**src/rtl/swmm_pkg.sv**
```systemverilog
package swmm_pkg;

    localparam int VAL_W = 15;
    localparam int COUNT_OUT_W = 7;

    // Full scale is 100.0 percent in UQ7.8.
    localparam int FULL_SCALE_I = 25600;
    localparam logic [VAL_W-1:0] FULL_SCALE = 15'd25600;

    // An empty cell holds a code above any saturated sample, so it sorts last.
    localparam logic [VAL_W-1:0] EMPTY_VAL = 15'h7FFF;

    // Readout groups of sixteen cells.
    localparam int GRP = 16;
    localparam int GRP_W = 4;

    // floor(n * 95 / 100) as (n * 95 * 5243) >> 19; exact for n * 95 below 2^15.
    localparam int RECIP_W = 19;
    localparam logic [RECIP_W-1:0] RECIP_MUL = 19'd498085;
    localparam int RECIP_SH = 19;

    typedef logic [VAL_W-1:0] val_t;

    // What a cell shows its neighbours: its value and how it compares with the
    // incoming sample and with the sample that leaves the window.
    typedef struct packed {
        val_t val;
        logic lt_smp;
        logic lt_del;
    } cell_out_t;

endpackage

```
**src/rtl/swmm_cell.sv**
```systemverilog
module swmm_cell (
    input  logic                clk,
    input  logic                rst_n,
    input  logic                upd,
    input  swmm_pkg::val_t      smp,
    input  swmm_pkg::val_t      del,
    input  swmm_pkg::cell_out_t left,
    input  swmm_pkg::cell_out_t right,
    output swmm_pkg::cell_out_t q
);

    swmm_pkg::val_t val_reg;
    swmm_pkg::val_t val_next;
    swmm_pkg::val_t here_val;
    swmm_pkg::val_t left_val;
    logic           here_lt;
    logic           left_lt;

    assign q.val    = val_reg;
    assign q.lt_smp = (val_reg < smp);
    assign q.lt_del = (val_reg < del);

    // Removing the leaving sample closes the gap from the right; the cells at
    // and beyond it see the value of their right neighbour.
    always_comb
    begin
        here_val = q.lt_del ? val_reg : right.val;
        here_lt  = q.lt_del ? q.lt_smp : right.lt_smp;
        left_val = left.lt_del ? left.val : val_reg;
        left_lt  = left.lt_del ? left.lt_smp : q.lt_smp;
        if (here_lt)
        begin
            val_next = here_val;
        end
        else if (left_lt)
        begin
            val_next = smp;
        end
        else
        begin
            val_next = left_val;
        end
    end

    always_ff @(posedge clk or negedge rst_n)
    begin
        if (!rst_n)
        begin
            val_reg <= swmm_pkg::EMPTY_VAL;
        end
        else if (upd)
        begin
            val_reg <= val_next;
        end
    end

endmodule

```
**config.mk**
```make
export PLATFORM = sky130hd
export DESIGN_NAME = swmm_cell
export DESIGN_NICKNAME = d
export VERILOG_FILES = /design/src/rtl/swmm_pkg.sv /design/src/rtl/swmm_cell.sv
export SDC_FILE = /design/constraint.sdc
export NUM_CORES = 1
export LEC_CHECK = 0
export BUFFER_PORTS_ARGS = -buffer_cell sky130_fd_sc_hd__buf_2
export CAP_MARGIN = 20
export CORE_UTILIZATION = 55
export CTS_BUF_LIST = sky130_fd_sc_hd__clkbuf_2 sky130_fd_sc_hd__clkbuf_4 sky130_fd_sc_hd__clkbuf_8
export DETAILED_ROUTE_END_ITERATION = 12
export GPL_ROUTABILITY_DRIVEN = 0
export HOLD_SLACK_MARGIN = 0.15
export PLACE_DENSITY_LB_ADDON = 0.25
export SETUP_SLACK_MARGIN = 0.5
export SLEW_MARGIN = 0
export SYNTH_ARGS = -nofsm -noshare
export SYNTH_HDL_FRONTEND = slang
export SYNTH_SLANG_ARGS = --single-unit
export TNS_END_PERCENT = 50
```
**constraint.sdc**
```tcl
create_clock -name clk -period 4.5 [get_ports clk]
set_input_delay 0.225 -clock clk [delete_from_list [all_inputs] [get_ports clk]]
set_output_delay 0.225 -clock clk [all_outputs]
set_load 0.02 [all_outputs]
```
# ---- Yosys cells after proc, flatten, opt, wreduce, memory -nomap -nowiden
# Cells that the tools add are included.
dict set report word_totals {
  memories 0
  latch_bits 0
  input_bits 67
  mem_bits_ro 0
  out_inout_bits 17
  ramBits 0
  elab_cells 12
  ff_bits 15
}
dict set report op_classes {
  add_sub_neg 0
  n_reduce_logical 2
  n_bitwise 0
  n_lt_le_gt_ge 2
  n_div 0
  mul 0
  n_mux 6
  shifts 0
  eq_ne 1
}
# op n
set op_table {}
lappend op_table {{2-to-1 mux 15 bit} 4}
lappend op_table {{less-than comparator 15 bit} 2}
lappend op_table {{AND reduction 3 bit} 1}
lappend op_table {{nonzero test 3 bit} 1}
lappend op_table {{2-to-1 mux 1 bit} 2}
lappend op_table {{!= test 2 bit, second input constant} 1}

# ---- Depth between registers and ports, before layout
# Gate-level depths: netlist of the first run.
dict set report depth {
  word_depth 4
  ltp_mapped 10
  ltp_nobuf 9
}

# ---- Worst setup path before layout of the first run
# OpenSTA, ideal clock, no wires.
dict set report synth_timing {
  path_type {register -> register}
  startpoint {reg val_reg[5]}
  endpoint {reg val_reg[0]}
  required_ps 4418
  setup_ps 82
  stages_incl_launch_ff 10
  slack_ps 1704
  path_buffers 1
  t_arrival_ps 2714
  synth_period_minus_slack_ps 2796
  cell_sequence {dfstp_2 > ha_1 > a21o_1 > a21oi_1 > o211ai_2 > a21oi_2 > o21ai_0 > a21boi_2 > buf_6 > mux2_2}
}
# element line_no
set synth_lines {}
lappend synth_lines {{from (decl)} swmm_cell.sv:12} ;# swmm_pkg::val_t val_reg;
lappend synth_lines {{from (signal assigned)} swmm_cell.sv:49} ;# val_reg <= swmm_pkg::EMPTY_VAL;
lappend synth_lines {{from (signal assigned)} swmm_cell.sv:53} ;# val_reg <= val_next;

# ---- Final worst setup path of the first run
dict set report layout_timing {
  startpoint {reg val_reg[5]}
  endpoint {reg val_reg[5]}
}
dict set report layout_via {
  elab_chain_cells 4
  elab_cells_between_ends 9
  cone_classes {2 x order compare; 1 x eq/ne; 4 x mux; 2 x reduce/logical}
}
# element line_no
set layout_lines {}
lappend layout_lines {{less-than comparator 15 bit (on tied branches)} {swmm_cell.sv:20, swmm_cell.sv:21}}
lappend layout_lines {{2-to-1 mux 1 bit (on tied branches)} {swmm_cell.sv:28, swmm_cell.sv:30}}
lappend layout_lines {{!= test 2 bit (no source line) (tied with other cells)} n/a}
lappend layout_lines {{AND reduction 3 bit (no source line) / 2-to-1 mux 15 bit (equally long branches)} n/a}
# Parallel ways exist; a longest one is shown, timed or not.
# A chain may end at the register's enable or synchronous reset.

==> results of run 1 <==
==> through the flow <==
stage	hold slack (ns)	util	instances
detailed placement	0.3992	0.7222	359
CTS	0.3373	0.7392	364
global placement	0.3973	0.7222	359
floorplan	0.07716	-	240
global route	0.3445	0.7392	364
finish	0.3387	0.7392	364
==> cell families after synthesis <==
group	share of synthesized area
AO/OA/AOI/OAI	0.2117
adder cells (fa/ha/maj)	0.1684
buffers and inverters	0.08058
flip-flops	0.1894
multiplexers	0.1768
AND/OR/NAND/NOR	0.1732
==> metal layers <==
metal	track usage	wire (µm)
met4	0.09659	51
met5	0	0
met3	0.02355	238
met1	0.3851	2558
met2	0.4894	2746
==> synth_stat cells <==
cell type	count
nand2_1	38
inv_1	29
ha_1	28
mux2_2	28
a211o_1	15
dfstp_2	15
nand3b_1	15
o211ai_1	15
a21oi_1	10
clkbuf_1	7
nand4_1	5
a21o_1	3
nand3_1	3
o21ai_0	3
a31oi_1	2
buf_2	2
buf_6	2
mux2_4	2
nand2b_1	2
a211oi_2	1
a21boi_2	1
a21oi_2	1
and2_0	1
and3_1	1
and3_2	1
mux2i_4	1
nor2_1	1
nor2b_1	1
nor3_2	1
o211ai_2	1
o21ai_1	1
o21ai_2	1
o21ba_2	1
o41ai_4	1
or3_1	1
==> worst max-delay path, stage by stage (launching register included) <==
cell and delay (ns):
dfstp_2 0.58, ha_1 0.26, a21o_1 0.18, a21oi_1 0.17, o211ai_2 0.34, a211oi_2 0.87
o211ai_1 0.26, mux2_2 0.32, mux2_2 0.27
==> report_power, final <==
| group | internal, mW | switching, mW | total (mW) |
|---|---|---|---|
| combinational | 0.485 | 0.584 | 1.07 |
| sequential | 0.262 | 0.0931 | 0.355 |
| clock | 0.0687 | 0.0466 | 0.115 |
| total | 0.816 | 0.724 | 1.54 |
==> final cells by class <==
class                           instances  area [µm²]
Multi-Input combinational cell        185        1519
Fill cell                             293       904.6
Timing Repair Buffer                   85       435.4
Sequential cell                        15       394.1
Inverter                               29       108.9
Tap cell                               46       57.56
Clock buffer                            4       48.80
==> worst max-delay path by stage <==
stage	start	endpoint	slack [ns]	cells after the start
CTS	val_reg[2]	val_reg[5]	1.18	8
detailed placement	val_reg[5]	val_reg[5]	1.20	8
global placement	val_reg[5]	val_reg[0]	1.25	8
finish	val_reg[5]	val_reg[5]	1.16	8
floorplan	val_reg[5]	val_reg[0]	1.70	9
global route	val_reg[2]	val_reg[12]	0.95	8
==> placed cells by master (no fill, tap or decap), types with 2 or more instances in the layout <==
cell type	synthesis	layout
o21ai_0	3	3
o211ai_1	15	15
a21o_1	3	3
a211o_1	15	15
dfstp_2	15	15
nand4_1	5	5
nand2b_1	2	2
nand3b_1	15	15
buf_2	2	82
mux2_4	2	2
inv_1	29	29
buf_4	0	2
ha_1	28	28
nand2_1	38	38
mux2_2	28	28
clkbuf_8	0	3
nand3_1	3	3
a21oi_1	10	10
a31oi_1	2	2
==> repair_timing <==
action,CTS,global route
hold buffers,1,0
endpoints found under the hold margin,15,0
endpoints found under the setup margin,0,0
==> impl_metrics.env, run 1 <==
export IMPL_drt_iter0_drc=217
export IMPL_ff2ff_setup_slack_ns=1.16
export IMPL_yosysSeqAreaShare=0.1894
export IMPL_area_growth_pct=23.21
export IMPL_n_antenna_cell=0
export IMPL_nets=414
export IMPL_hold_path_depth=3
export IMPL_r2r_cells=8
export IMPL_post_route_min_period_ns=3.336
export IMPL_drc_errors=0
export IMPL_first_pass_iters=4
export IMPL_final_cell_area_mm2=0.002564
export IMPL_crit_arrival_ns=3.51
export IMPL_reg2reg_from="val_reg[5]"
export IMPL_finalHoldViolCount=0
export IMPL_grt_max_degree=20
export IMPL_worst_pin_slew_ns=0.9299
export IMPL_synth_top_area_share=0.1894
export IMPL_grt_pass1_vias=1945
export IMPL_dp_slack_ns=1.195
export IMPL_htree_num_levels=1
export IMPL_path_clk_slew_ns=0.06
export IMPL_portBuffers=82
export IMPL_synth_nets=335
export IMPL_num_rows=21
export IMPL_core_area_mm2=0.003468
export IMPL_rsz0062_at_grt="false"
export IMPL_antenna_found_initial=0
export IMPL_cts_buffer_depth=2
export IMPL_track_usage=0.2898
export IMPL_fmax_ghz=0.2997
export IMPL_setup_violations_final=0
export IMPL_hp_start="right[16]"
export IMPL_min_path_type="primary input to flop"
export IMPL_final_setup_tns_ns=0
export IMPL_startpoint_type="flop"
export IMPL_vias_per_cell=5.681
export IMPL_netlist_area_mm2=0.002081
export IMPL_path_class="flop to flop"
export IMPL_cts_tree="yes"
export IMPL_critPathCaptureType="flop"
export IMPL_status="completed"
export IMPL_worst_clock_skew_ns=0.004101
export IMPL_die_width_um=63.51
export IMPL_synthCells=240
export IMPL_maxSlewViolCount=0
export IMPL_ir_drop_uv=380.7
export IMPL_place_hpwl_mm=4.350
export IMPL_cts_setup_buffers=0
export IMPL_grt_pass1_wl_mm=9.114
export IMPL_initial_utilization=0.5999
export IMPL_die_area_mm2=0.004033
export IMPL_fin_total_pwr_mw=1.540
export IMPL_rr_endpoint="val_reg[5]"
export IMPL_wl_mm=5.594
export IMPL_cts_root_buf="clkbuf_8"
export IMPL_hold_end="val_reg[14]"
export IMPL_synth_top_area_cell="dfstp_2"
export IMPL_power_density_mw_per_mm2=600.6
export IMPL_largest_reg_flops=15
export IMPL_grt_overflow=0
export IMPL_max_cap_viol_count=0
export IMPL_num_vias=2068
export IMPL_place_area_mm2=0.002505
export IMPL_synth_area_leaders="dfstp_2 (19%), ha_1 (17%), mux2_2 (15%), nand2_1 (6.9%), a211o_1 (6.3%)"
export IMPL_clkLatencyLatePin_ns=0.25
export IMPL_relSlewSlack=0.3790
export IMPL_leakage_nw=1.316
export IMPL_clock_sinks=15
export IMPL_setup_slack_ns=1.164
export IMPL_fp_dieH_um=63.51
export IMPL_ios=84
export IMPL_antenna_left=0
export IMPL_cts_resized=0
export IMPL_wire_per_inst_um=15.37
export IMPL_finalCritPeriodShare=0.7414
export IMPL_critical_path_required_ns=4.67
export IMPL_worst_path_max_fanout=17
export IMPL_avgSynthCellArea_um2=8.670
export IMPL_ys_warn_count=0
export IMPL_tritoncts_num_buffers=3
export IMPL_synth_cell_types=35
export IMPL_synth_seq_cells=15
export IMPL_drive_gt1_frac=0.4497
(Power assumes the default switching activity.)
==> inputs of run 2 (changes only) <==
--- a/config.mk
+++ b/config.mk
@@ -5,9 +5,10 @@
 export SDC_FILE = /design/constraint.sdc
 export NUM_CORES = 1
 export LEC_CHECK = 0
+export ABC_AREA = 1
 export BUFFER_PORTS_ARGS = -buffer_cell sky130_fd_sc_hd__buf_2
 export CAP_MARGIN = 20
-export CORE_UTILIZATION = 55
+export CORE_UTILIZATION = 51
 export CTS_BUF_LIST = sky130_fd_sc_hd__clkbuf_2 sky130_fd_sc_hd__clkbuf_4 sky130_fd_sc_hd__clkbuf_8
 export DETAILED_ROUTE_END_ITERATION = 12
 export GPL_ROUTABILITY_DRIVEN = 0
==> constraint.sdc (replaced) <==
create_clock -name clk -period 3.1 [get_ports clk]
set_input_delay 0.155 -clock clk [delete_from_list [all_inputs] [get_ports clk]]
set_output_delay 0.155 -clock clk [all_outputs]
set_load 0.02 [all_outputs]
==> run 2 against run 1 <==
Against the previous run: clock-buffer cell count down 1; first-iteration DRC count down 60%; critical path type unchanged; synthesized area up 4.0%; non-clock buffer count down 1; fmax up 46%; critical endpoint unchanged; sequential power up 42%; cell count up 27%; wire length down 2.4%; clock skew up 0.0031 ns.
==> impl_metrics.env, run 2 <==
export IMPL_portBuffers=82
export IMPL_core_area_mm2=0.004029
export IMPL_synthCells=341
export IMPL_max_cap_viol_count=0
export IMPL_synth_edf_count=0
export IMPL_first_pass_iters=4
export IMPL_grt_overflow=0
export IMPL_worst_path_max_fanout=30
export IMPL_synth_top_area_share=0.1821
export IMPL_ys_warn_count=0
export IMPL_cts_root_buf="clkbuf_8"
export IMPL_post_route_min_period_ns=2.282
export IMPL_power_density_mw_per_mm2=909.7
export IMPL_drive_gt1_frac=0.3535
export IMPL_largest_reg_flops=15
export IMPL_cp_depth=13
export IMPL_ios=84
export IMPL_status="completed"
export IMPL_drc_errors=0
export IMPL_synth_seq_cells=15
export IMPL_tritoncts_num_buffers=3
export IMPL_leakage_nw=1.537
export IMPL_fin_total_pwr_mw=2.364
export IMPL_cts_tree="yes"
export IMPL_grt_max_degree=31
export IMPL_wl_mm=5.460
export IMPL_ir_drop_uv=466.2
export IMPL_cp_top_family="simple AND/OR/NAND/NOR gates"
export IMPL_synth_cell_types=19
export IMPL_antenna_found_initial=0
export IMPL_final_cell_mix="buf_2 (82), inv_1 (62), nand2_1 (57), nand3_1 (43), a21oi_1 (39)"
export IMPL_relSlewSlack=0.3276
export IMPL_clock_sinks=15
export IMPL_area_growth_pct=20.06
export IMPL_num_rows=23
export IMPL_r2r_cells=13
export IMPL_clkLatencyLatePin_ns=0.26
export IMPL_min_path_type="primary input to flop"
export IMPL_cts_buffer_depth=2
export IMPL_cts_setup_buffers=0
export IMPL_synth_nets=436
export IMPL_n_antenna_cell=0
export IMPL_synthFlopType="dfstp_2"
export IMPL_drt_iter0_drc=86
export IMPL_grt_pass1_wl_mm=8.907
export IMPL_htree_num_levels=1
export IMPL_vias_per_cell=5.093
export IMPL_fmax_ghz=0.4382
export IMPL_synthArstFlopShare=1.000
export IMPL_netlist_area_mm2=0.002165
export IMPL_crit_buf_inv=2
export IMPL_layout_commonest_cell="buf_2"
export IMPL_synth_common_cells="inv_1 (62), nand2_1 (57), nand3_1 (43)"
export IMPL_hold_path_depth=5
export IMPL_yosysMostFrequentCell="inv_1"
export IMPL_die_area_mm2=0.004509
export IMPL_yosysSeqAreaShare=0.1821
export IMPL_wire_per_inst_um=11.79
export IMPL_finalCritPeriodShare=0.7361
export IMPL_crit_arrival_ns=2.48
export IMPL_finalHoldViolCount=0
export IMPL_hold_ws_ns=0.2728
export IMPL_setup_violations_final=0
export IMPL_cp_slowest_cell="dfstp_2"
export IMPL_initial_utilization=0.5373
export IMPL_max_stage_delay_ns=0.57
export IMPL_rsz0062_at_grt="false"
export IMPL_place_hpwl_mm=4.042
export IMPL_track_usage=0.2610
export IMPL_worst_pin_slew_ns=1.006
export IMPL_synth_area_leaders="dfstp_2 (18%), ha_1 (16%), inv_1 (11%), nand3_1 (9.9%), nand2_1 (9.9%)"
export IMPL_grt_pass1_vias=2090
export IMPL_worst_clock_skew_ns=0.007191
export IMPL_path_cells="ha_1 -> nand2_1 -> inv_2 -> nand3_1 -> nor2_2 -> nand2_1 -> nand2_4 -> nor2_2 -> nor2_4 -> buf_4 -> nand3_1 -> nor2_1 -> nor2_1"
export IMPL_critPathCaptureType="flop"
export IMPL_nets=509
export IMPL_num_vias=2358
export IMPL_final_setup_tns_ns=0
export IMPL_antenna_left=0
export IMPL_path_clk_slew_ns=0.07
export IMPL_synth_top_area_cell="dfstp_2"
export IMPL_path_class="flop to flop"
export IMPL_maxSlewViolCount=0
export IMPL_die_width_um=67.15
export IMPL_critical_path_required_ns=3.30
export IMPL_avgSynthCellArea_um2=6.348
export IMPL_startpoint_type="flop"
export IMPL_fp_dieH_um=67.15
## run 2: path summary, 6_finish.rpt
path	startpoint	endpoint	slack, ns
max	val_reg[10]	val_reg[5]	0.82
min	right[12]	val_reg[10]	0.27
max reg2reg	val_reg[10]	val_reg[5]	0.82
min reg2reg	val_reg[0]	val_reg[0]	0.54
max in group asynchronous	rst_n	val_reg[11]	2.45
min in group asynchronous	rst_n	val_reg[1]	0.61
## run 2: layout make-up
cell class / count / area, µm²
clock inverters: 1 / 7.507
multi-input cells: 243 / 1414
fillers: 392 / 1430
repair buffers: 84 / 427.9
inverters: 67 / 251.5
clock buffers: 3 / 41.29
flip-flops and latches: 15 / 394.1
well taps: 50 / 62.56
## run 2: what timing repair did
item	4_1_cts	5_1_grt
resized for setup	0	2
hold buffers	1	0
endpoints found under the hold margin	15	0
setup endpoints to repair	0	15
## run 2: logic make-up after synthesis
kind of cell | Yosys count | share of synthesized area
AO/OA/AOI/OAI | 41 | 0.09827
flip-flops | 15 | 0.1821
adder cells (fa/ha/maj) | 28 | 0.1619
buffers and inverters | 83 | 0.1705
AND/OR/NAND/NOR | 174 | 0.3873
## run 2: through the flow
step / instances / util / setup WS [ns] / instance area (µm²)
final: 463 / 0.6450 / 0.8180 / 2599
after global routing: 463 / 0.6450 / 0.6201 / 2599
after CTS: 463 / 0.6419 / 0.6117 / 2586
after detailed placement: 458 / 0.6273 / 0.6397 / 2527
after global placement: 458 / 0.6273 / 0.7079 / 2527
after floorplan: 341 / - / 1.021 / 2165
## run 2: worst register-to-register path, cell delays in order, from the launching register on
cell     delay [ns]
dfstp_2        0.57
ha_1           0.15
nand2_1        0.06
inv_2          0.05
nand3_1        0.11
nor2_2         0.18
nand2_1        0.11
nand2_4        0.21
nor2_2         0.08
nor2_4         0.07
buf_4          0.32
nand3_1        0.12
nor2_1         0.15
nor2_1         0.05
## run 2: power breakdown
part | total (mW) | switching (mW) | internal (mW)
clock | 0.175 | 0.0845 | 0.0907
sequential | 0.504 | 0.121 | 0.383
combinational | 1.69 | 1.09 | 0.590
## run 2: metal layers
layer | GRT usage | vias to the layer above | share of wire
met1 | 0.3292 | 1069 | 0.46
met4 | 0.09574 | 0 | 0.017
met5 | 0 | - | 0
li1 | - | 1208 | -
met3 | 0.01689 | 9 | 0.045
met2 | 0.4625 | 72 | 0.47
