===== src/rtl/swmm_div.sv =====
module swmm_div #(
    parameter int DW = 22,
    parameter int VW = 7
) (
    input  logic          clk,
    input  logic          rst_n,
    input  logic          start,
    input  logic [DW-1:0] dividend,
    input  logic [VW-1:0] divisor,
    output logic          busy,
    output logic [DW-1:0] quotient
);

    localparam int CW = $clog2(DW + 1);

    logic          busy_reg;
    logic [CW-1:0] cnt_reg;
    logic [DW-1:0] quo_reg;
    logic [VW-1:0] rem_reg;
    logic [VW-1:0] dsr_reg;
    logic [VW:0]   trial;
    logic          ge;

    assign busy     = busy_reg;
    assign quotient = quo_reg;

    // One quotient bit a cycle, restoring form.
    assign trial = {rem_reg, quo_reg[DW-1]};
    assign ge    = (trial >= {1'b0, dsr_reg});

    always_ff @(posedge clk or negedge rst_n)
    begin
        if (!rst_n)
        begin
            busy_reg <= 1'b0;
            cnt_reg  <= '0;
        end
        else if (start)
        begin
            busy_reg <= 1'b1;
            cnt_reg  <= CW'(DW);
        end
        else if (busy_reg)
        begin
            cnt_reg <= cnt_reg - 1'b1;
            if (cnt_reg == CW'(1))
            begin
                busy_reg <= 1'b0;
            end
        end
    end

    always_ff @(posedge clk)
    begin
        if (start)
        begin
            quo_reg <= dividend;
            rem_reg <= '0;
            dsr_reg <= divisor;
        end
        else if (busy_reg)
        begin
            quo_reg <= {quo_reg[DW-2:0], ge};
            rem_reg <= ge ? VW'(trial - {1'b0, dsr_reg}) : VW'(trial);
        end
    end

endmodule


===== config.mk =====
export PLATFORM = sky130hd
export DESIGN_NAME = swmm_div
export DESIGN_NICKNAME = d
export VERILOG_FILES = /design/src/rtl/swmm_div.sv
export SDC_FILE = /design/constraint.sdc
export NUM_CORES = 1
export LEC_CHECK = 0
export BUFFER_PORTS_ARGS = -buffer_cell sky130_fd_sc_hd__buf_4
export CAP_MARGIN = 20
export CORE_MARGIN = 4
export CORE_UTILIZATION = 59
export CTS_BUF_LIST = sky130_fd_sc_hd__clkbuf_8
export CTS_CLUSTER_DIAMETER = 60
export DETAILED_ROUTE_END_ITERATION = 8
export GPL_TIMING_DRIVEN = 0
export PLACE_DENSITY = 0.87
export SLEW_MARGIN = 20
export SYNTH_ARGS = -nofsm -noshare
export SYNTH_HDL_FRONTEND = slang
export SYNTH_SLANG_ARGS = --single-unit
export TNS_END_PERCENT = 30

===== constraint.sdc =====
create_clock -name clk -period 5.9 [get_ports clk]
set_input_delay 0.59 -clock clk [delete_from_list [all_inputs] [get_ports clk]]
set_output_delay 0.59 -clock clk [all_outputs]
set_load 0.05 [all_outputs]

**After elaboration in Yosys (flattened, before gate mapping)**

Cells that the tools add are included.

- Flip-flop bits (word level): 42
- Output and inout bits: 23
- Word-level logic and storage cells: 18

- Equal/unequal tests: 1
- Muxes and demuxes: 8
- Magnitude comparators: 1
- Add/sub/neg operators: 2
- Reductions and logical operators: 1

Operator list:

| cell | number |
|---|---|
| $mux 22 | 2 |
| $mux 5 | 2 |
| $ge 8x7->1 | 1 |
| $mux 7 | 1 |
| $sub 7x7->7 | 1 |
| $eq 5x1->1 const B | 1 |
| $sub 5x1->5 const B | 1 |
| $mux 1 | 3 |
| $reduce_bool 2->1 | 1 |

**Longest topological paths before layout**

Gate-level depths: netlist of the first run.

- Depth in word-level cells: 4
- Depth in mapped cells: 9

**Worst setup path before layout of the first run**

OpenSTA, ideal clock, no wires.

- Path type: reg-to-reg
- Start: register quo_reg[21], in the netlist quotient[21]
- End: register rem_reg[0]
- Data required time: 5.812 ns
- Arrival: 2.452 ns
- Period minus slack after synthesis: 2.540 ns
- Cell stages (with the launch flop): 10
- Path slack: 3.360 ns
- Cell sequence: edfxtp_1 inv_1 ha_1 fa_1 nand2b_1 a211o_1 buf_6 and3_1 buf_6 a311oi_2

- Longest elaborated chain between the ends: 2
- Elaborated cells on any way between the ends: 3
- Classes of those cells: add/sub (1); order compare (1); mux (1)

RTL lines:

| what | RTL line | source |
|---|---|---|
| from (decl) | 18 | `logic [DW-1:0] quo_reg;` |
| from (signal assigned) | 57 | `quo_reg <= dividend;` |
| from (signal assigned) | 63 | `quo_reg <= {quo_reg[DW-2:0], ge};` |
| $sub 7x7->7 / $ge 8x7->1 (equally long branches) | 64, 29 |  |
| $mux 7 * | 64 | `rem_reg <= ge ? VW'(trial - {1'b0, dsr_reg}) : VW'(trial);` |
| to (signal assigned) | 64 |  |
| to (decl) | 19 | `logic [VW-1:0] rem_reg;` |

Mark *: on every way between the ends. The rest lies on a longest branch, timed or not.
A chain may end at the register's enable or synchronous reset.

**Worst setup path in the final report of the first run**

Ends and elaborated chain as after synthesis.

==> impl_metrics.prom, run 1 <==
# TYPE chip_impl_metric gauge
chip_impl_info{name="crit_path_top_delay_cell",value="sky130_fd_sc_hd__fa_1"} 1
chip_impl_metric{name="first_global_vias",unit=""} 1648
chip_impl_metric{name="timing.critical_path.fanout_max",unit=""} 9
chip_impl_metric{name="timing.critical_path.buf_inv",unit=""} 3
chip_impl_info{name="tritoncts_clock_tree",value="built"} 1
chip_impl_metric{name="number_of_flops_mapped_to_enable_cells_by_yosys",unit=""} 29
chip_impl_metric{name="num_rows",unit=""} 22
chip_impl_metric{name="ys_seq_elements",unit=""} 42
chip_impl_info{name="cp-start-kind",value="flop"} 1
chip_impl_metric{name="postCtsSetupRepairBufs",unit=""} 0
chip_impl_metric{name="fraction_of_the_mapped_netlist_area_in_adder_cells",unit="%"} 5.837
chip_impl_metric{name="dp_hpwl",unit="um"} 3442
chip_impl_metric{name="clockBufferDepth",unit=""} 2
chip_impl_metric{name="syn_area",unit="um2"} 2272
chip_impl_metric{name="data_required_time_at_the_worst_endpoint",unit="ns"} 6.12
chip_impl_metric{name="cts-htree-levels",unit=""} 2
chip_impl_metric{name="longest_individual_stage_delay_on_the_worst_path",unit="ns"} 0.40
chip_impl_metric{name="fmax",unit="MHz"} 428.9
chip_impl_metric{name="preCtsSetupSlack",unit="ns"} 3.595
chip_impl_metric{name="tritoncts.num_buffers",unit=""} 5
chip_impl_info{name="hold_path.class",value="input pin to async pin"} 1
chip_impl_metric{name="vias",unit=""} 1674
chip_impl_metric{name="hold_buffers",unit=""} 0
chip_impl_metric{name="globalRouteOverflowTotal",unit=""} 0
chip_impl_metric{name="clock_slew_seen_by_the_registers_of_the_worst_setup_and_hold_paths",unit="ns"} 0.08
chip_impl_metric{name="synth_cell_type_count",unit=""} 50
chip_impl_metric{name="post-route-period-util",unit="%"} 39.51
chip_impl_metric{name="post_cts_resized",unit=""} 0
chip_impl_metric{name="clock-skew-final",unit="ns"} 0.01186
chip_impl_metric{name="syn_avg_cell_area",unit="um2"} 12.15
chip_impl_metric{name="insertedDiodeCount",unit=""} 0
chip_impl_metric{name="finalNetCount",unit=""} 290
chip_impl_metric{name="critical_path_arrival",unit="ns"} 2.55
chip_impl_metric{name="r2r_cells",unit=""} 9
chip_impl_metric{name="post-route-drc-count",unit=""} 0
chip_impl_metric{name="setup-tns-final",unit="ns"} 0
chip_impl_info{name="cp-end-kind",value="flop"} 1
chip_impl_metric{name="worst_ir_drop_vdd",unit="mV"} 0.2739
chip_impl_info{name="synth_top_family_by_area",value="compound AO/OA/AOI/OAI gates"} 1
chip_impl_metric{name="synth_xor_xnor_area_share",unit="%"} 2.313
chip_impl_info{name="path_class",value="flop to flop"} 1
chip_impl_metric{name="flow.area_growth_from_synthesis",unit="%"} 25.33
chip_impl_metric{name="iteration_0_drc_markers",unit=""} 91
chip_impl_metric{name="final_period_minus_worst_setup_slack",unit="ns"} 2.331
chip_impl_metric{name="initial_core_util",unit="%"} 61.60
chip_impl_metric{name="post_layout_nonfiller_instances",unit=""} 297
chip_impl_metric{name="die_y",unit="um"} 70.06
chip_impl_metric{name="finalSetupViolations",unit=""} 0
chip_impl_metric{name="drt-pass1-iter-count",unit=""} 4
chip_impl_metric{name="multiplexer_share_of_the_synthesized_area",unit="%"} 10.85
chip_impl_info{name="layout.cells.most_common_list",value="55 x sky130_fd_sc_hd__buf_4, 29 x sky130_fd_sc_hd__edfxtp_1, 21 x sky130_fd_sc_hd__mux2_2"} 1
chip_impl_metric{name="route.final.wire_length",unit="um"} 4533
chip_impl_metric{name="cap_viol_max_count",unit=""} 0
chip_impl_metric{name="syn_nets",unit=""} 229
chip_impl_metric{name="grt_pass1_wl",unit="um"} 7348
chip_impl_metric{name="fp.dieArea",unit="um2"} 4908
chip_impl_metric{name="timing.final.hold_violations",unit=""} 0
chip_impl_info{name="outcome",value="finished, final reports clean"} 1
chip_impl_metric{name="cts.sinks",unit=""} 42
chip_impl_metric{name="synth.yosys.seq_area_share",unit="%"} 51.10
chip_impl_metric{name="avgViaCountPerCell",unit=""} 5.636
chip_impl_metric{name="max_slew.worst_pin.slew",unit="ns"} 0.5142
chip_impl_metric{name="worst_skew_pair.late_latency",unit="ns"} 0.29
chip_impl_info{name="cell_by_cell_listing_of_the_critical_path",value="inv_1 -> ha_1 -> fa_1 -> nand2b_1 -> a211o_1 -> buf_6 -> and3_1 -> buf_6 -> a311oi_2"} 1
chip_impl_metric{name="synthesized_area_fraction_occupied_by_ao_oa_aoi_and_oai_cells",unit="%"} 13.00
chip_impl_metric{name="die_width",unit="um"} 70.06
chip_impl_metric{name="core",unit="um2"} 3689
chip_impl_metric{name="max_transition_margin",unit="%"} 65.72
chip_impl_metric{name="antenna_found_initial",unit=""} 0
chip_impl_metric{name="io-pin-count",unit=""} 55
chip_impl_metric{name="yosysWarnings",unit=""} 0
chip_impl_metric{name="route.detailed.wl_per_inst",unit="um"} 15.26
chip_impl_metric{name="critical_path_cell_count",unit=""} 9
chip_impl_metric{name="gpl.final_weighted_congestion",unit=""} 0.7733
chip_impl_metric{name="largest_register_ffs",unit=""} 22
chip_impl_metric{name="grt_max_degree",unit=""} 23
chip_impl_info{name="mostFrequentLayoutCell",value="sky130_fd_sc_hd__buf_4"} 1
chip_impl_metric{name="number_of_instances_in_the_synthesized_netlist",unit=""} 187
chip_impl_metric{name="finalWorstSetupSlack",unit="ns"} 3.569
chip_impl_metric{name="placed_cells",unit=""} 289
chip_impl_metric{name="power.leakage",unit="uW"} 0.001208
chip_impl_metric{name="power_density",unit="nW/um2"} 380.4
chip_impl_metric{name="total_routing_resource_utilization_after_global_routing",unit="%"} 19.20
chip_impl_metric{name="max_slew_vio_count",unit=""} 0
chip_impl_info{name="clock-root-buffer",value="sky130_fd_sc_hd__clkbuf_8"} 1
chip_impl_metric{name="post_route_cells_drive_above_1_share",unit="%"} 38.55
chip_impl_metric{name="area_share_of_and_or_nand_nor_cells_after_synthesis",unit="%"} 12.06
chip_impl_info{name="grt_setup_unrepaired",value="false"} 1
chip_impl_metric{name="portBuffers",unit=""} 54
chip_impl_metric{name="antenna_violating_nets_post_route",unit=""} 0
chip_impl_info{name="critical-path-top-delay-family",value="adder cells"} 1
chip_impl_info{name="crit_path_frequent_cell",value="sky130_fd_sc_hd__buf_6"} 1
chip_impl_metric{name="share_of_flip_flops_with_an_asynchronous_set_or_reset_after_synthesis",unit="%"} 14.29
chip_impl_metric{name="post-layout-total-power",unit="uW"} 1083
chip_impl_info{name="postSynth.topFlopCell",value="sky130_fd_sc_hd__edfxtp_1"} 1
-- cell usage after synthesis (3+ instances only) --
cell                        n  area, um2
sky130_fd_sc_hd__nor2b_1    5      31.28
sky130_fd_sc_hd__dfxtp_1    7      140.1
sky130_fd_sc_hd__inv_1     13      48.80
sky130_fd_sc_hd__clkbuf_1   7      26.28
sky130_fd_sc_hd__o21ai_0    4      20.02
sky130_fd_sc_hd__dfrtp_1    6      150.1
sky130_fd_sc_hd__mux2_2    21      236.5
sky130_fd_sc_hd__ha_1       9      112.6
sky130_fd_sc_hd__nand2b_1   6      37.54
sky130_fd_sc_hd__or2_2      3      18.77
sky130_fd_sc_hd__nand2_1    8      30.03
sky130_fd_sc_hd__nor3b_1    6      45.04
sky130_fd_sc_hd__xnor2_1    5      43.79
sky130_fd_sc_hd__nor2_1    11      41.29
sky130_fd_sc_hd__a41oi_1    4      35.03
sky130_fd_sc_hd__edfxtp_1  29      870.8
-- where the power goes --
part / total, uW / internal [uW] / switching [uW] / leakage, uW
sequential: 408 / 369 / 38.8 / 0.000424
combinational: 453 / 201 / 252 / 0.000728
clock: 223 / 125 / 98.3 / 0.0000556
total: 1080 / 694 / 389 / 0.00121
-- cells by family (layout without fill, tap and decap cells) --
family,Yosys count,after routing
AND/OR/NAND/NOR,49,49
flip-flops,42,42
AO/OA/AOI/OAI,34,34
buffers and inverters,24,86
multiplexers,22,22
adder cells (fa/ha/maj),10,10
XOR/XNOR,6,6
-- metrics by stage --
stage | cell area, um2 | util (%) | hold slack, ns
after floorplan | 2272 | - | 0.2944
after global placement | 2738 | 74.22 | 0.3987
after detailed placement | 2738 | 74.22 | 0.4002
after CTS | 2848 | 77.20 | 0.07462
after global routing | 2848 | 77.20 | 0.07077
final | 2848 | 77.20 | 0.07959
-- final cells by class --
class                           count  area (um2)
Fill cell                         248       840.8
Timing Repair Buffer               54       405.4
Multi-Input combinational cell    121        1001
Inverter                           13       48.80
Tap cell                           48       60.06
Clock inverter                      3       41.29
Buffer                             11       61.31
Sequential cell                    42        1161
Clock buffer                        5       68.82
-- path summary, 6_finish.rpt --
| kind | start | endpoint | slack, ns |
|---|---|---|---|
| min reg2reg | cnt_reg[4] | cnt_reg[4] | 0.54 |
| min | rst_n | cnt_reg[0] | 0.08 |
| max | quotient[21] | rem_reg[0] | 3.57 |
| max in group asynchronous | rst_n | cnt_reg[2] | 5.71 |
| max reg2reg | quotient[21] | rem_reg[0] | 3.57 |
| min in group clk | divisor[6] | dsr_reg[6] | 0.48 |
-- layer usage --
layer | track usage [%] | routed length (um) | vias to the layer above
met2 | 32.53 | 2309 | 45
met3 | 6.763 | 280 | 2
met4 | 6.596 | 35 | 0
met5 | 0 | 0 | -
met1 | 22.53 | 1909 | 820
li1 | - | - | 807
No activity file was read; power rests on OpenSTA's default activity.
==> run 2: changes to the inputs <==
- CORE_UTILIZATION: 59 -> 50
- PLACE_DENSITY: 0.87 -> 0.78
- clock period: 5.9 -> 1.9 ns (I/O delays scaled with it)
==> run 2 against run 1 <==
  * The run now ends with setup timing left
  * Sequential power rose to 3.1 times the previous value
  * Design area rose by 4.2%
  * Hold slack got worse by 0.020 ns
  * Clock-buffer cell count did not move
  * Sequential cell count did not move
  * Cell count rose by 2.7%
  * Worst setup slack got worse by 3.7 ns
  * Die area rose by 16%
  * Critical path depth fell by 2
  * Routed wire length rose by 7.3%
  * Via count fell by 0.60%
  * First-iteration DRC count fell by 8.8%
==> impl_metrics.prom, run 2 (synthesized netlist as in run 1, its figures left out) <==
# TYPE chip_impl_metric gauge
chip_impl_metric{name="first_global_vias",unit=""} 1589
chip_impl_metric{name="total_routing_resource_utilization_after_global_routing",unit="%"} 17.23
chip_impl_metric{name="cts-htree-levels",unit=""} 2
chip_impl_metric{name="critical_path_arrival",unit="ns"} 2.22
chip_impl_metric{name="clockBufferDepth",unit=""} 2
chip_impl_info{name="crit_path_top_delay_cell",value="sky130_fd_sc_hd__edfxtp_1"} 1
chip_impl_metric{name="multiInputGateArea",unit="um2"} 1096
chip_impl_metric{name="final_period_minus_worst_setup_slack",unit="ns"} 1.984
chip_impl_metric{name="insertedDiodeCount",unit=""} 0
chip_impl_metric{name="cts.sinks",unit=""} 42
chip_impl_metric{name="longest_individual_stage_delay_on_the_worst_path",unit="ns"} 0.42
chip_impl_metric{name="iteration_0_drc_markers",unit=""} 83
chip_impl_metric{name="grt_max_degree",unit=""} 23
chip_impl_info{name="grt_setup_unrepaired",value="true"} 1
chip_impl_metric{name="fp.dieArea",unit="um2"} 5687
chip_impl_metric{name="post_route_cells_drive_above_1_share",unit="%"} 44.66
chip_impl_info{name="cp-end-kind",value="flop"} 1
chip_impl_metric{name="placed_cells",unit=""} 293
chip_impl_metric{name="flow.area_growth_from_synthesis",unit="%"} 30.56
chip_impl_info{name="cell_by_cell_listing_of_the_critical_path",value="ha_4 -> fa_2 -> nand2b_4 -> a211o_1 -> buf_8 -> a31o_1 -> o21ai_1"} 1
chip_impl_metric{name="max_slew.worst_pin.slew",unit="ns"} 0.5706
chip_impl_metric{name="cap_viol_max_count",unit=""} 0
chip_impl_metric{name="io-pin-count",unit=""} 55
chip_impl_metric{name="cell_internal_pwr",unit="uW"} 2133
chip_impl_metric{name="fillerInstances",unit=""} 335
chip_impl_metric{name="max_slew_vio_count",unit=""} 0
chip_impl_metric{name="portBuffers",unit=""} 54
chip_impl_metric{name="grt_pass1_wl",unit="um"} 7396
chip_impl_metric{name="post-route-period-util",unit="%"} 104.4
chip_impl_metric{name="fmax",unit="MHz"} 503.9
chip_impl_info{name="violated_checks",value="setup timing"} 1
chip_impl_metric{name="globalRouteOverflowTotal",unit=""} 0
chip_impl_metric{name="worst_skew_pair.late_latency",unit="ns"} 0.30
chip_impl_metric{name="die_width",unit="um"} 75.41
chip_impl_metric{name="preCtsSetupSlack",unit="ns"} -0.2434
chip_impl_metric{name="finalNetCount",unit=""} 294
chip_impl_metric{name="p_comb_share",unit="%"} 46.2
chip_impl_metric{name="timing.critical_path.fanout_max",unit=""} 8
chip_impl_metric{name="tritoncts.num_buffers",unit=""} 5
chip_impl_metric{name="power.leakage",unit="uW"} 0.001224
chip_impl_metric{name="max_transition_margin",unit="%"} 61.96
chip_impl_metric{name="core",unit="um2"} 4384
chip_impl_metric{name="clock-skew-final",unit="ns"} 0.007053
chip_impl_metric{name="worst_ir_drop_vdd",unit="mV"} 0.6326
chip_impl_metric{name="net_switching_power_figure",unit="uW"} 1309
chip_impl_info{name="path_class",value="flop to flop"} 1
chip_impl_info{name="cp-start-kind",value="flop"} 1
chip_impl_metric{name="sequential_cell_area",unit="um2"} 1161
chip_impl_info{name="hold_path.class",value="input pin to flop"} 1
chip_impl_info{name="layout.cells.most_common_list",value="59 x sky130_fd_sc_hd__buf_4, 29 x sky130_fd_sc_hd__edfxtp_1, 21 x sky130_fd_sc_hd__mux2_2"} 1
chip_impl_metric{name="post_layout_nonfiller_instances",unit=""} 305
chip_impl_metric{name="antenna_found_initial",unit=""} 0
chip_impl_metric{name="drt-pass1-iter-count",unit=""} 4
chip_impl_metric{name="vias",unit=""} 1664
chip_impl_info{name="clock-root-buffer",value="sky130_fd_sc_hd__clkbuf_8"} 1
chip_impl_metric{name="pwr-share-clk",unit="%"} 17.2
chip_impl_metric{name="route.final.wire_length",unit="um"} 4864
chip_impl_info{name="mostFrequentLayoutCell",value="sky130_fd_sc_hd__buf_4"} 1
chip_impl_metric{name="num_rows",unit=""} 24
chip_impl_info{name="tritoncts_clock_tree",value="built"} 1
chip_impl_metric{name="post-route-drc-count",unit=""} 0
chip_impl_metric{name="antenna_violating_nets_post_route",unit=""} 0
chip_impl_metric{name="dp_hpwl",unit="um"} 3539
chip_impl_metric{name="gpl.final_weighted_congestion",unit=""} 0.8075
chip_impl_metric{name="power_density",unit="nW/um2"} 1160
chip_impl_info{name="outcome",value="finished with violations"} 1
chip_impl_metric{name="clock_slew_seen_by_the_registers_of_the_worst_setup_and_hold_paths",unit="ns"} 0.09
chip_impl_metric{name="initial_core_util",unit="%"} 51.83
chip_impl_metric{name="die_y",unit="um"} 75.41
chip_impl_metric{name="timing.final.hold_violations",unit=""} 0
chip_impl_metric{name="largest_register_ffs",unit=""} 22
chip_impl_metric{name="route.detailed.wl_per_inst",unit="um"} 15.95
chip_impl_metric{name="finalSetupViolations",unit=""} 7
chip_impl_metric{name="finalWorstSetupSlack",unit="ns"} -0.08449
chip_impl_metric{name="post-route-util",unit="%"} 67.67
chip_impl_metric{name="avgViaCountPerCell",unit=""} 5.456
chip_impl_metric{name="switching_power_as_a_share_of_total_power",unit="%"} 38.04
chip_impl_metric{name="data_required_time_at_the_worst_endpoint",unit="ns"} 2.14
chip_impl_metric{name="power.share.sequential",unit="%"} 36.6
[run 2: cell type report]
cell class	count	area share (%)
clock inverter	3	0.7170
buffer	8	1.139
timing repair buffer	61	15.90
multi-input combinational	121	36.95
sequential	42	39.14
tap	52	2.193
inverter	13	1.645
clock buffer	5	2.320
[run 2: what timing repair did]
item | 4_1_cts | 5_1_grt
hold buffers | 1 | 0
setup buffers | 4 | 2
endpoints found under the hold margin | 6 | 0
endpoints found under the setup margin | 7 | 30
pin swaps | 12 | 11
resized for setup | 9 | 5
[run 2: through the flow]
stage	setup TNS, ns	total power (uW)	cell area [um2]	hold slack, ns
2_1_floorplan	-3.249	2381	2300	-0.1056
3_3_place_gp	-1.123	2703	2770	0.0004152
3_5_place_dp	-1.184	2728	2770	0.001187
4_1_cts	-1.261	3411	2953	0.05281
5_1_grt	-0.8104	3643	2967	0.04673
6_report	-0.3295	3442	2967	0.05954
[run 2: worst max-delay path: cells and delay by family (launching register included)]
kind,cells,cell delay (ns)
fa+ha+maj,2,0.54
simple gates,1,0.15
flops,1,0.42
buf+inv,1,0.17
compound gates,3,0.65
[run 2: worst paths after layout]
kind	slack [ns]	end	startpoint	cells past startpoint
hold reg to reg	0.54	rem_reg[2]	rem_reg[1]	2
setup / recovery	-0.08	rem_reg[6]	dsr_reg[0]	7
max in group asynchronous	1.56	cnt_reg[0]	rst_n	2
hold / removal	0.06	dsr_reg[5]	divisor[5]	1
setup reg to reg	-0.08	rem_reg[6]	dsr_reg[0]	7
min in group asynchronous	0.23	cnt_reg[1]	rst_n	2
[run 2: power groups by stage]
stage / sequential [uW] / combinational (uW) / clock [uW]
after floorplan: 1460 / 917 / 0
after global placement: 1270 / 1430 / 0
after detailed placement: 1280 / 1450 / 0
after CTS: 1260 / 1560 / 600
after global routing: 1280 / 1720 / 641
final: 1260 / 1590 / 593
[run 2: layer usage]
metal	global-route usage (%)	wire length, um	vias to the layer above
met5	0	0	-
met4	5.825	66	0
met3	4.749	214	7
met2	27.80	2459	34
met1	22.37	2124	810
li1	-	-	813
